`src/hw/rtl/refm_pkg.sv`:
```
package refm_pkg;

  localparam int TIME_W  = 64;
  localparam int GAP_W   = 32;
  localparam int WAVE_W  = 16;
  localparam int HZ_W    = 20;
  localparam int DIV_CNT_W = $clog2(HZ_W);

  // Numerator of the frequency computation: one second in microseconds.
  localparam logic [HZ_W-1:0] HZ_NUM = HZ_W'(1000000);

  localparam logic [WAVE_W-1:0] MAX_WAVES_RST = WAVE_W'(2);

  typedef enum logic [1:0] {
    REQ_START = 2'd0,
    REQ_EDGE  = 2'd1,
    REQ_STOP  = 2'd2,
    REQ_NONE  = 2'd3
  } req_e;

  typedef enum logic {
    ST_IDLE = 1'b0,
    ST_DIV  = 1'b1
  } state_e;

  typedef struct packed {
    logic             resync;
    logic             running;
    logic [HZ_W-1:0]  hz;
    logic             hz_valid;
  } res_t;

  // Capture status handed from the interval tracker to the control logic.
  typedef struct packed {
    logic [GAP_W-1:0] max_gap;
    logic             enough;
  } cap_stat_t;

endpackage

```
`src/hw/rtl/refm_cap.sv`:
```
module refm_cap #(
  parameter int CAPTURE_DEPTH = 10
) (
  input  logic                          clk_i,
  input  logic                          rst_ni,
  input  logic                          start_i,
  input  logic                          edge_i,
  input  logic [refm_pkg::TIME_W-1:0]   stamp_i,
  output refm_pkg::cap_stat_t           stat_o
);

  localparam int CNT_W = $clog2(CAPTURE_DEPTH + 1);

  logic                         flag_q, flag_d;
  logic [CNT_W-1:0]             cnt_q, cnt_d;
  logic [refm_pkg::GAP_W-1:0]   prev_q, prev_d;
  logic [refm_pkg::GAP_W-1:0]   max_q, max_d;
  logic [refm_pkg::GAP_W-1:0]   gap;

  // Only the low word of the stamps matters: the interval wraps modulo 2^32.
  assign gap = stamp_i[refm_pkg::GAP_W-1:0] - prev_q;

  always_comb begin
    flag_d = flag_q;
    cnt_d  = cnt_q;
    prev_d = prev_q;
    max_d  = max_q;
    if (start_i) begin
      flag_d = 1'b1;
      cnt_d  = '0;
      max_d  = '0;
    end else if (edge_i && flag_q) begin
      if ((cnt_q != '0) && (gap > max_q)) begin
        max_d = gap;
      end
      prev_d = stamp_i[refm_pkg::GAP_W-1:0];
      cnt_d  = cnt_q + CNT_W'(1);
      if (cnt_q >= CNT_W'(CAPTURE_DEPTH - 1)) begin
        flag_d = 1'b0;
      end
    end
  end

  always_ff @(posedge clk_i or negedge rst_ni) begin
    if (!rst_ni) begin
      flag_q <= 1'b0;
      cnt_q  <= '0;
      max_q  <= '0;
    end else begin
      flag_q <= flag_d;
      cnt_q  <= cnt_d;
      max_q  <= max_d;
    end
  end

  always_ff @(posedge clk_i) begin
    prev_q <= prev_d;
  end

  assign stat_o.max_gap = max_q;
  assign stat_o.enough  = (cnt_q > CNT_W'(1));

endmodule

```
`src/hw/rtl/refm_div.sv`:
```
module refm_div (
  input  logic                         clk_i,
  input  logic                         rst_ni,
  input  logic                         start_i,
  input  logic [refm_pkg::GAP_W-1:0]   divisor_i,
  output logic                         done_o,
  output logic [refm_pkg::HZ_W-1:0]    quot_o
);

  logic                                busy_q, busy_d;
  logic                                done_q, done_d;
  logic [refm_pkg::DIV_CNT_W-1:0]      cnt_q, cnt_d;
  logic [refm_pkg::GAP_W-1:0]          den_q, den_d;
  logic [refm_pkg::GAP_W-1:0]          rem_q, rem_d;
  logic [refm_pkg::HZ_W-1:0]           nq_q, nq_d;
  logic [refm_pkg::GAP_W:0]            trial;
  logic [refm_pkg::GAP_W:0]            diff;
  logic                                qbit;

  // One quotient bit per cycle: the numerator shifts out at the top while
  // the quotient shifts in at the bottom of the same register.
  assign trial = {rem_q, nq_q[refm_pkg::HZ_W-1]};
  assign diff  = trial - {1'b0, den_q};
  assign qbit  = (trial >= {1'b0, den_q});

  always_comb begin
    busy_d = busy_q;
    done_d = 1'b0;
    cnt_d  = cnt_q;
    den_d  = den_q;
    rem_d  = rem_q;
    nq_d   = nq_q;
    if (start_i) begin
      busy_d = 1'b1;
      cnt_d  = '0;
      den_d  = divisor_i;
      rem_d  = '0;
      nq_d   = refm_pkg::HZ_NUM;
    end else if (busy_q) begin
      rem_d = qbit ? diff[refm_pkg::GAP_W-1:0] : trial[refm_pkg::GAP_W-1:0];
      nq_d  = {nq_q[refm_pkg::HZ_W-2:0], qbit};
      cnt_d = cnt_q + refm_pkg::DIV_CNT_W'(1);
      if (cnt_q == refm_pkg::DIV_CNT_W'(refm_pkg::HZ_W - 1)) begin
        busy_d = 1'b0;
        done_d = 1'b1;
      end
    end
  end

  always_ff @(posedge clk_i or negedge rst_ni) begin
    if (!rst_ni) begin
      busy_q <= 1'b0;
      done_q <= 1'b0;
      cnt_q  <= '0;
    end else begin
      busy_q <= busy_d;
      done_q <= done_d;
      cnt_q  <= cnt_d;
    end
  end

  always_ff @(posedge clk_i) begin
    den_q <= den_d;
    rem_q <= rem_d;
    nq_q  <= nq_d;
  end

  assign done_o = done_q;
  assign quot_o = nq_q;

endmodule

```
`src/hw/rtl/resonant_edge_resync_and_freq_meter_core.sv`:
```
// Start, edge and unused items finish in the accepting cycle; the result is registered
//   into the result buffer. A stop with a usable interval waits for the bit-serial
//   divider, which produces one quotient bit per cycle over 20 bits.
// Throughput: one item per cycle for start and edge items while the skid entry is free;
//   a stop that starts the divider blocks new items until the quotient is buffered.
// Reset (rst_ni, async, active low): drive stopped, counts cleared, max_waves = 2.
module resonant_edge_resync_and_freq_meter_core #(
  parameter int CAPTURE_DEPTH = 10
) (
  input  logic                               clk_i,
  input  logic                               rst_ni,
  // configuration write channel
  input  logic                               cfg_valid_i,
  output logic                               cfg_ready_o,
  input  logic [refm_pkg::WAVE_W-1:0]        max_waves_i,
  // input transactions
  input  logic                               in_valid_i,
  output logic                               in_ready_o,
  input  logic [1:0]                         req_type_i,
  input  logic [refm_pkg::TIME_W-1:0]        time_us_i,
  // result transactions
  output logic                               out_valid_o,
  input  logic                               out_ready_i,
  output logic                               resync_o,
  output logic                               running_o,
  output logic [refm_pkg::HZ_W-1:0]          measured_hz_o,
  output logic                               hz_valid_o
);

  // Control state
  refm_pkg::state_e                  state_q, state_d;
  logic                              run_q, run_d;
  logic [refm_pkg::WAVE_W-1:0]       edge_cnt_q, edge_cnt_d;
  logic [refm_pkg::WAVE_W-1:0]       max_waves_q;
  logic [refm_pkg::WAVE_W-1:0]       edge_inc;

  // Result buffer: head register plus one skid entry
  logic                              out_v_q, out_v_d;
  logic                              skid_v_q, skid_v_d;
  refm_pkg::res_t                    out_q, out_d;
  refm_pkg::res_t                    skid_q, skid_d;
  refm_pkg::res_t                    res;
  logic                              push;
  logic                              pop;

  logic                              accept;
  refm_pkg::req_e                    req;
  logic                              cap_start;
  logic                              cap_edge;
  refm_pkg::cap_stat_t               cap_stat;
  logic                              div_start;
  logic                              div_done;
  logic [refm_pkg::HZ_W-1:0]         div_quot;

  assign req        = refm_pkg::req_e'(req_type_i);
  assign accept     = in_valid_i && in_ready_o;
  // Take new work only when idle and the skid entry can absorb a result.
  assign in_ready_o = (state_q == refm_pkg::ST_IDLE) && !skid_v_q;
  assign cfg_ready_o = 1'b1;

  assign edge_inc  = edge_cnt_q + refm_pkg::WAVE_W'(1);
  assign cap_start = accept && (req == refm_pkg::REQ_START);
  assign cap_edge  = accept && (req == refm_pkg::REQ_EDGE) && run_q;

  always_ff @(posedge clk_i or negedge rst_ni) begin
    if (!rst_ni) begin
      max_waves_q <= refm_pkg::MAX_WAVES_RST;
    end else if (cfg_valid_i && cfg_ready_o) begin
      max_waves_q <= max_waves_i;
    end
  end

  // Next state, run tracking and result formation.
  always_comb begin
    state_d    = state_q;
    run_d      = run_q;
    edge_cnt_d = edge_cnt_q;
    div_start  = 1'b0;
    push       = 1'b0;
    res        = '0;
    case (state_q)
      refm_pkg::ST_IDLE: begin
        if (accept) begin
          case (req)
            refm_pkg::REQ_START: begin
              run_d       = 1'b1;
              edge_cnt_d  = '0;
              push        = 1'b1;
              res.running = 1'b1;
            end
            refm_pkg::REQ_EDGE: begin
              if (run_q) begin
                // Count the wave; on reaching the limit, fire resync and wrap.
                if (edge_inc >= max_waves_q) begin
                  res.resync = 1'b1;
                  edge_cnt_d = '0;
                end else begin
                  edge_cnt_d = edge_inc;
                end
              end
              push        = 1'b1;
              res.running = run_q;
            end
            refm_pkg::REQ_STOP: begin
              run_d = 1'b0;
              if (cap_stat.enough && (cap_stat.max_gap != '0)) begin
                // Hand the interval to the divider and wait for the quotient.
                div_start = 1'b1;
                state_d   = refm_pkg::ST_DIV;
              end else begin
                push         = 1'b1;
                res.hz_valid = 1'b1;
              end
            end
            default: begin
              push        = 1'b1;
              res.running = run_q;
            end
          endcase
        end
      end
      refm_pkg::ST_DIV: begin
        if (div_done) begin
          push         = 1'b1;
          res.hz       = div_quot;
          res.hz_valid = 1'b1;
          state_d      = refm_pkg::ST_IDLE;
        end
      end
      default: begin
        state_d = refm_pkg::ST_IDLE;
      end
    endcase
  end

  // Result buffer: advance the skid entry on a pop, then place the new result.
  assign pop = out_v_q && out_ready_i;

  always_comb begin
    out_v_d  = out_v_q;
    out_d    = out_q;
    skid_v_d = skid_v_q;
    skid_d   = skid_q;
    if (pop) begin
      out_v_d  = skid_v_q;
      out_d    = skid_q;
      skid_v_d = 1'b0;
    end
    if (push) begin
      if (!out_v_d) begin
        out_v_d = 1'b1;
        out_d   = res;
      end else begin
        skid_v_d = 1'b1;
        skid_d   = res;
      end
    end
  end

  always_ff @(posedge clk_i or negedge rst_ni) begin
    if (!rst_ni) begin
      state_q    <= refm_pkg::ST_IDLE;
      run_q      <= 1'b0;
      edge_cnt_q <= '0;
      out_v_q    <= 1'b0;
      skid_v_q   <= 1'b0;
    end else begin
      state_q    <= state_d;
      run_q      <= run_d;
      edge_cnt_q <= edge_cnt_d;
      out_v_q    <= out_v_d;
      skid_v_q   <= skid_v_d;
    end
  end

  always_ff @(posedge clk_i) begin
    out_q  <= out_d;
    skid_q <= skid_d;
  end

  refm_cap #(
    .CAPTURE_DEPTH (CAPTURE_DEPTH)
  ) u_cap (
    .clk_i   (clk_i),
    .rst_ni  (rst_ni),
    .start_i (cap_start),
    .edge_i  (cap_edge),
    .stamp_i (time_us_i),
    .stat_o  (cap_stat)
  );

  refm_div u_div (
    .clk_i     (clk_i),
    .rst_ni    (rst_ni),
    .start_i   (div_start),
    .divisor_i (cap_stat.max_gap),
    .done_o    (div_done),
    .quot_o    (div_quot)
  );

  assign out_valid_o   = out_v_q;
  assign resync_o      = out_q.resync;
  assign running_o     = out_q.running;
  assign measured_hz_o = out_q.hz;
  assign hz_valid_o    = out_q.hz_valid;

  a_ready_idle: assert property (@(posedge clk_i) disable iff (!rst_ni)
    in_ready_o |-> (state_q == refm_pkg::ST_IDLE))
    else $error("input ready outside idle");

  a_done_in_div: assert property (@(posedge clk_i) disable iff (!rst_ni)
    div_done |-> (state_q == refm_pkg::ST_DIV))
    else $error("divider finished while not waiting on it");

  a_skid_order: assert property (@(posedge clk_i) disable iff (!rst_ni)
    skid_v_q |-> out_v_q)
    else $error("skid entry holds a result while head is empty");

  a_stop_not_running: assert property (@(posedge clk_i) disable iff (!rst_ni)
    (out_v_q && out_q.hz_valid) |-> (!out_q.running && !out_q.resync))
    else $error("frequency report claims running or resync");

  a_div_start_idle: assert property (@(posedge clk_i) disable iff (!rst_ni)
    div_start |=> (state_q == refm_pkg::ST_DIV))
    else $error("divider started without entering wait state");

endmodule

```
`config.mk`:
```
export PLATFORM = sky130hd
export DESIGN_NAME = resonant_edge_resync_and_freq_meter_core
export DESIGN_NICKNAME = d
export VERILOG_FILES = /design/src/hw/rtl/refm_pkg.sv /design/src/hw/rtl/refm_cap.sv /design/src/hw/rtl/refm_div.sv /design/src/hw/rtl/resonant_edge_resync_and_freq_meter_core.sv
export SDC_FILE = /design/constraint.sdc
export NUM_CORES = 1
export LEC_CHECK = 0
export BUFFER_PORTS_ARGS = -buffer_cell sky130_fd_sc_hd__buf_2
export CAP_MARGIN = 30
export CELL_PAD_IN_SITES_DETAIL_PLACEMENT = 1
export CELL_PAD_IN_SITES_GLOBAL_PLACEMENT = 2
export CORE_AREA = 2 2 205 207
export DETAILED_ROUTE_END_ITERATION = 8
export DIE_AREA = 0 0 207 209
export GPL_TIMING_DRIVEN = 1
export PLACE_DENSITY_LB_ADDON = 0.3
export SYNTH_ARGS = -nofsm -noshare
export SYNTH_HDL_FRONTEND = slang
export SYNTH_SLANG_ARGS = --single-unit
```
`constraint.sdc`:
```
create_clock -name clk_i -period 4 [get_ports clk_i]
set_clock_uncertainty 0.15 [all_clocks]
set_input_delay 0.4 -clock clk_i [delete_from_list [all_inputs] [get_ports clk_i]]
set_output_delay 0.4 -clock clk_i [all_outputs]
set_load 0.03 [all_outputs]
```
# Yosys cells after proc, flatten, opt, wreduce, memory -nomap -nowiden
# Index checks and enable logic that the tools add are counted.
[op_classes] add_sub_neg=5 magnitude_cmp=5 n_eq_ne=4 n_mux=50 bitwise_logic=2 n_reduce_logical=24
[ops] cell="$mux W32" n=4
[ops] cell="$mux W23" n=3
[ops] cell="$sub A32 B32 Y32" n=2
[ops] cell="$ge A33 B32 Y1" n=1
[ops] cell="$gt A32 B32 Y1" n=1
[ops] cell="$mux W16" n=2
[ops] cell="$pmux W16 S2" n=1
[ops] cell="$reduce_bool A32 Y1" n=1
[ops] cell="$mux W1" n=28
[ops] cell="$mux W21" n=1
[ops] cell="$mux W20" n=1
[ops] cell="$add A16 B1 Y16 const B" n=1
[ops] cell="$ge A16 B16 Y1" n=1
[ops] cell="$mux W5" n=2
[ops] cell="$reduce_and A2 Y1" n=5
[ops] cell="$reduce_bool A2 Y1" n=5
[ops] cell="$logic_and A1 B1 Y1" n=9
[ops] cell="$mux W4" n=2
[ops] cell="$pmux W1 S2" n=4
[ops] cell="$add A5 B1 Y5 const B" n=1
[ops] cell="$eq A5 B5 Y1 const B" n=1
[ops] cell="$add A4 B1 Y4 const B" n=1
[ops] cell="$ge A4 B4 Y1 const B" n=1
[ops] cell="$gt A4 B1 Y1 const B" n=1
[ops] cell="9 further kinds" n=11
[word_totals] reg_bits=242 output_inout_bits=26

# Depth between registers and ports, before layout
[logic_depth] ltp_word=9 depth_mapped=21

# By module
# A second synthesis with hierarchy kept.
[unflattened] hier_cells=1531 area_unflattened_um2=14543.9
[by_module_without_submodules] mod="refm_cap" n_inst=1 cells_per_inst=570 area_per_inst_um2=5350.1 seq_area_each_um2=1886.8
[by_module_without_submodules] mod="refm_div" n_inst=1 cells_per_inst=585 area_per_inst_um2=5163.7 seq_area_each_um2=2177.1
[by_module_without_submodules] mod="resonant_edge_resync_and_freq_meter_core" n_inst=1 cells_per_inst=376 area_per_inst_um2=4030.1 seq_area_each_um2=2053.2

# Worst setup path before layout
# Ideal clock, no wire load.
[synth_path] path_kind="input -> register" from="input port time_us_i[0] in the netlist's numbering" to="register u_cap.max_q[4] in the netlist's numbering" setup_time_ns=0.118 arrival_ns=4.181 path_slack_ns=-0.450 stages=20 path_buffers=1 cell_sequence="inv_1 -> ha_1 -> inv_1 -> fa_1 -> a21oi_1 -> o21ai_0 -> a211oi_1 -> nor3_1 -> nor2_1 -> o221a_2 -> and2_1 -> xnor2_1 -> ha_1 -> nand4_1 -> nor4_1 -> o41ai_1 -> a21oi_1 -> clkbuf_1 -> nor3_1 -> a21o_1"
[synth_between] elab_chain_len=5 elab_cells_between_ends=8 classes_between="add/sub (1); order compare (1); mux (3); reduce/logical (3)"
[synth_rtl] item="start, declared" line_no="resonant_edge_resync_and_freq_meter_core.sv:20" rtl="input logic [refm_pkg::TIME_W-1:0] time_us_i,"
[synth_rtl] item="$sub A32 B32 Y32 *" line_no="refm_cap.sv:21" rtl="assign gap = stamp_i[refm_pkg::GAP_W-1:0] - prev_q;"
[synth_rtl] item="$gt A32 B32 Y1" line_no="refm_cap.sv:33" rtl="if ((cnt_q != '0) && (gap > max_q)) begin"
[synth_rtl] item="$logic_and A1 B1 Y1" line_no="refm_cap.sv:33"
[synth_rtl] item="$reduce_bool A2 Y1 (no source line)"
[synth_rtl] item="$reduce_and A2 Y1 (no source line)"
[synth_rtl] item="end signal, assigned" line_no="refm_cap.sv:52" rtl="max_q <= max_d;"
[synth_rtl] item="end, declared" line_no="refm_cap.sv:17" rtl="logic [refm_pkg::GAP_W-1:0] max_q, max_d;"
# Mark *: on every way between the ends. The rest lies on a longest branch, timed or not. The select of a mux whose other input is x is not followed.
# A chain may end at the register's enable or synchronous reset.

# Worst setup path after layout
[layout_path] from="register u_cap.prev_q[0] in the netlist's numbering" to="register u_cap.max_q[24] in the netlist's numbering"
[layout_between] elab_chain_len=5 elab_cells_between_ends=8 classes_between="add/sub (1); order compare (1); mux (3); reduce/logical (3)"
[layout_rtl] item="start, declared" line_no="refm_cap.sv:16" rtl="logic [refm_pkg::GAP_W-1:0] prev_q, prev_d;"
[layout_rtl] item="start signal, assigned" line_no="refm_cap.sv:57" rtl="prev_q <= prev_d;"
[layout_rtl] item="$sub A32 B32 Y32 *" line_no="refm_cap.sv:21"
[layout_rtl] item="$gt A32 B32 Y1" line_no="refm_cap.sv:33"
[layout_rtl] item="$logic_and A1 B1 Y1" line_no="refm_cap.sv:33"
[layout_rtl] item="$reduce_bool A2 Y1 (no source line)"
[layout_rtl] item="$reduce_and A2 Y1 (no source line)"
# Marks and branches as above.

==> impl_metrics.csv <==
group,metric,value,unit
synth,ys.flop_type,"edfxtp_1",
synth,synth_area_per_cell,9.263,um^2
sta,tns,-6.985,ns
sta,clock.fmax,0.2327,GHz
critical_path,end_kind,"register",
critical_path,cp_max_fo,9,
run_status,status,"finished, violations left",
sta,worst-slew-pin-transition,0.8323,ns
routing,vias_per_cell,5.158,
routing,postRouteAntennaNets,0,
finish,final_cell_mix,"nand2_1 (147), inv_1 (137), buf_4 (131)",
critical_path,crit_type,"register to register",
finish,finalNetCount,1980,
synth,synthesis.nets,1741,
sta,rsz0062_at_grt,"true",
worst_hold_path,hold_class,"input pin to register",
sta,setup_ws,-0.2969,ns
clock_network,cts_buffer_depth,3,
clock_network,clkTransAtPathRegs,0.06,ns
sta,setup_viol,32,
pwr,ir_worst_vdd,0.0003400,V
sta,finalCritPeriodShare,107.4,%
synth,ys_seq_area_share,42.99,%
synth,ys_seq_elements,242,
die,die_y,209,um
routing,wl_per_cell,16.94,um
die,row_count,75,
finish,fillers,4711,
placement,routabilityCongestion,0.8182,
synth,synthCells,1536,
pwr,powerDensity,659.8,mW/mm^2
critical_path,start_kind,"register",
synth,yosysWarnings,0,
finish,n_antenna_cell,0,
placement,hpwl,27650,um
clock_network,numCtsBuffers,30,
die,core_area,0.04129,mm^2
sta,fin_hold_ws,0.03123,ns
clock_network,cts_htree_levels,1,
run,drv_cap,0,
die,initial_utilization,34.46,%
finish,syn2layout_area_growth,28.55,%
sta,hold_viol_final,0,
synth,synth_top_area_share,18.36,%
clock_network,worstSkewPairLatency,0.58,ns
placement,dp.cells,2207,
critical_path,worstPathRequired,4.36,ns
synth,synth_top_area_cell,"edfxtp_1",
run_status,violations,"negative setup slack",
die,pin_count,113,
placement,portBuffers,79,
sta,period_needed,4.297,ns
synth,synth_enable_flop_cells,87,
die,fp.dieW,207,um
global_route,track_usage,17.93,%
synth,syn_area,0.01423,mm^2
global_route,grt_max_degree,90,
synth,async_reset_ff_share,33.06,%
global_route,grt_overflow_total,0,
pwr,p_leak,8.413,nW
sta,finalMaxSlewViolations,0,
clock_network,clock-root-buffer,"clkbuf_16",
synth,synth.area.top_cells,"edfxtp_1 (18%), dfrtp_1 (14%), dfxtp_1 (11%), ha_1 (10%), o21ai_0 (4.2%)",
finish,drive_above_1_share,20.12,%
routing,drtPass1Iterations,4,
routing,wl,39600,um
finish,final_cell_count_no_fill,2338,
clock_network,cts_tree,"done",
synth,ys_types,69,
sta,slew_headroom,44.14,%
global_route,grt_pass1_wl,65230,um
finish,final_common_cell,"nand2_1",
clock_network,cts_sinks,242,
routing,drt_iter0_markers,469,
global_route,antenna_found_initial,0,
global_route,grt_pass1_vias,12660,
routing,num_vias,12060,
die,dieArea,0.04326,mm^2
critical_path,critPathArrivalTime,4.66,ns
routing,drc,0,
finish,fin_util,44.30,%
-- worst max-delay path: stages, from the launching register on --
cell      delay [ns]
edfxtp_1        0.35
ha_2            0.17
inv_2           0.04
fa_2            0.36
a21oi_4         0.16
o21ai_2         0.08
a211oi_2        0.21
buf_4           0.18
nor3_4          0.05
nor2_2          0.13
o221a_2         0.20
and2_4          0.14
xnor2_2         0.06
ha_1            0.31
nand4_1         0.19
nor4_4          0.43
nand2_1         0.09
o211ai_1        0.20
a21oi_4         0.09
buf_4           0.16
buf_12          0.13
nor3_1          0.23
a21o_1          0.12
-- cells by family after synthesis --
| family | share of synthesized area, % |
|---|---|
| adder cells (fa/ha/maj) | 10.48 |
| AND/OR/NAND/NOR | 14.67 |
| buffers and inverters | 5.461 |
| other | 0.02636 |
| flip-flops | 42.99 |
| XOR/XNOR | 4.124 |
| AO/OA/AOI/OAI | 18.93 |
| multiplexers | 3.315 |
-- cells in the mapped netlist, drive strengths merged, types with 3 or more instances --
master and instances:
a31oi 32, and2 5, and3 30, nor3b 6
o311ai 4, a41oi 4, nand3b 6, nand2 148
a211oi 14, inv 139, o211ai 7, o31ai 13
buf 9, nor2 77, edfxtp 87, mux2i 46
a311oi 4, a211o 3, nand3 41, a21oi 94
clkbuf 56, a22o 11, nor4 11, nand2b 10
xor2 33, ha 116, o21a 10, o21bai 7
xnor2 34, dfxtp 75, dfrtp 79, a21boi 3
o21ai 119, nor2b 12, nor3 51, a21o 69
or3 3, or2 6, nand4 28, a2111oi 3
-- cell type report --
cell class	count	area, um^2	area share, %
Clock buffer	36	803.3	4.392
Clock inverter	20	234.0	1.279
Inverter	139	521.8	2.852
Multi-Input combinational cell	1090	7792	42.60
Sequential cell	242	6118	33.45
Tap cell	539	674.4	3.687
Timing Repair Buffer	272	2147	11.74
-- layer usage --
layer	track usage [%]	share of wire [%]	wire length, um
met5	0	0	0
met1	23.50	47	18620
met3	2.074	2.4	955
met2	31.84	49	19430
met4	3.719	1.5	598
-- worst paths after layout --
path	start	endpoint	slack, ns	depth (start not counted)
max in group asynchronous	rst_ni	u_cap.max_q[17]	2.50	3
setup reg to reg	u_cap.prev_q[0]	u_cap.max_q[24]	-0.30	22
setup / recovery	u_cap.prev_q[0]	u_cap.max_q[24]	-0.30	22
hold reg to reg	u_cap.max_q[23]	u_div.den_q[23]	0.32	0
hold / removal	in_valid_i	run_q	0.03	3
min in group asynchronous	rst_ni	max_waves_q[8]	0.30	2
-- report_power, final --
group          leakage, nW  switching, W  internal, W
combinational         5.46       0.00313      0.00223
sequential            2.47      0.000573      0.00329
clock                0.487       0.00115      0.00170
-- state kept, by name, indices dropped and copies added (netlist names), 16 cells and up --
signal,flops
max_waves_q,16
edge_cnt_q,16
u_div.rem_q,32
u_cap.prev_q,32
measured_hz_o,20
u_div.quot_o,20
u_div.den_q,32
skid_q,23
u_cap.max_q,32
-- per-stage QoR --
| step | total power [W] | area (um^2) | setup slack [ns] |
|---|---|---|---|
| global placement | 0.008857 | 16040 | -0.4697 |
| global route | 0.01299 | 18290 | -0.5035 |
| CTS | 0.01210 | 18010 | -0.1823 |
| finish | 0.01207 | 18290 | -0.2969 |
| detailed placement | 0.009037 | 16040 | -0.6141 |
| floorplan | 0.007449 | 14290 | 0.0001683 |
-- what timing repair did --
action                                  CTS  global route
pin swaps                                21             8
cloned                                    2             3
gates resized for setup                  61            30
hold buffers                             49             0
setup buffers                            15             6
endpoints found under the setup margin   32            37
hold endpoints to repair                100             0
No activity file was read; power rests on OpenSTA's default activity.
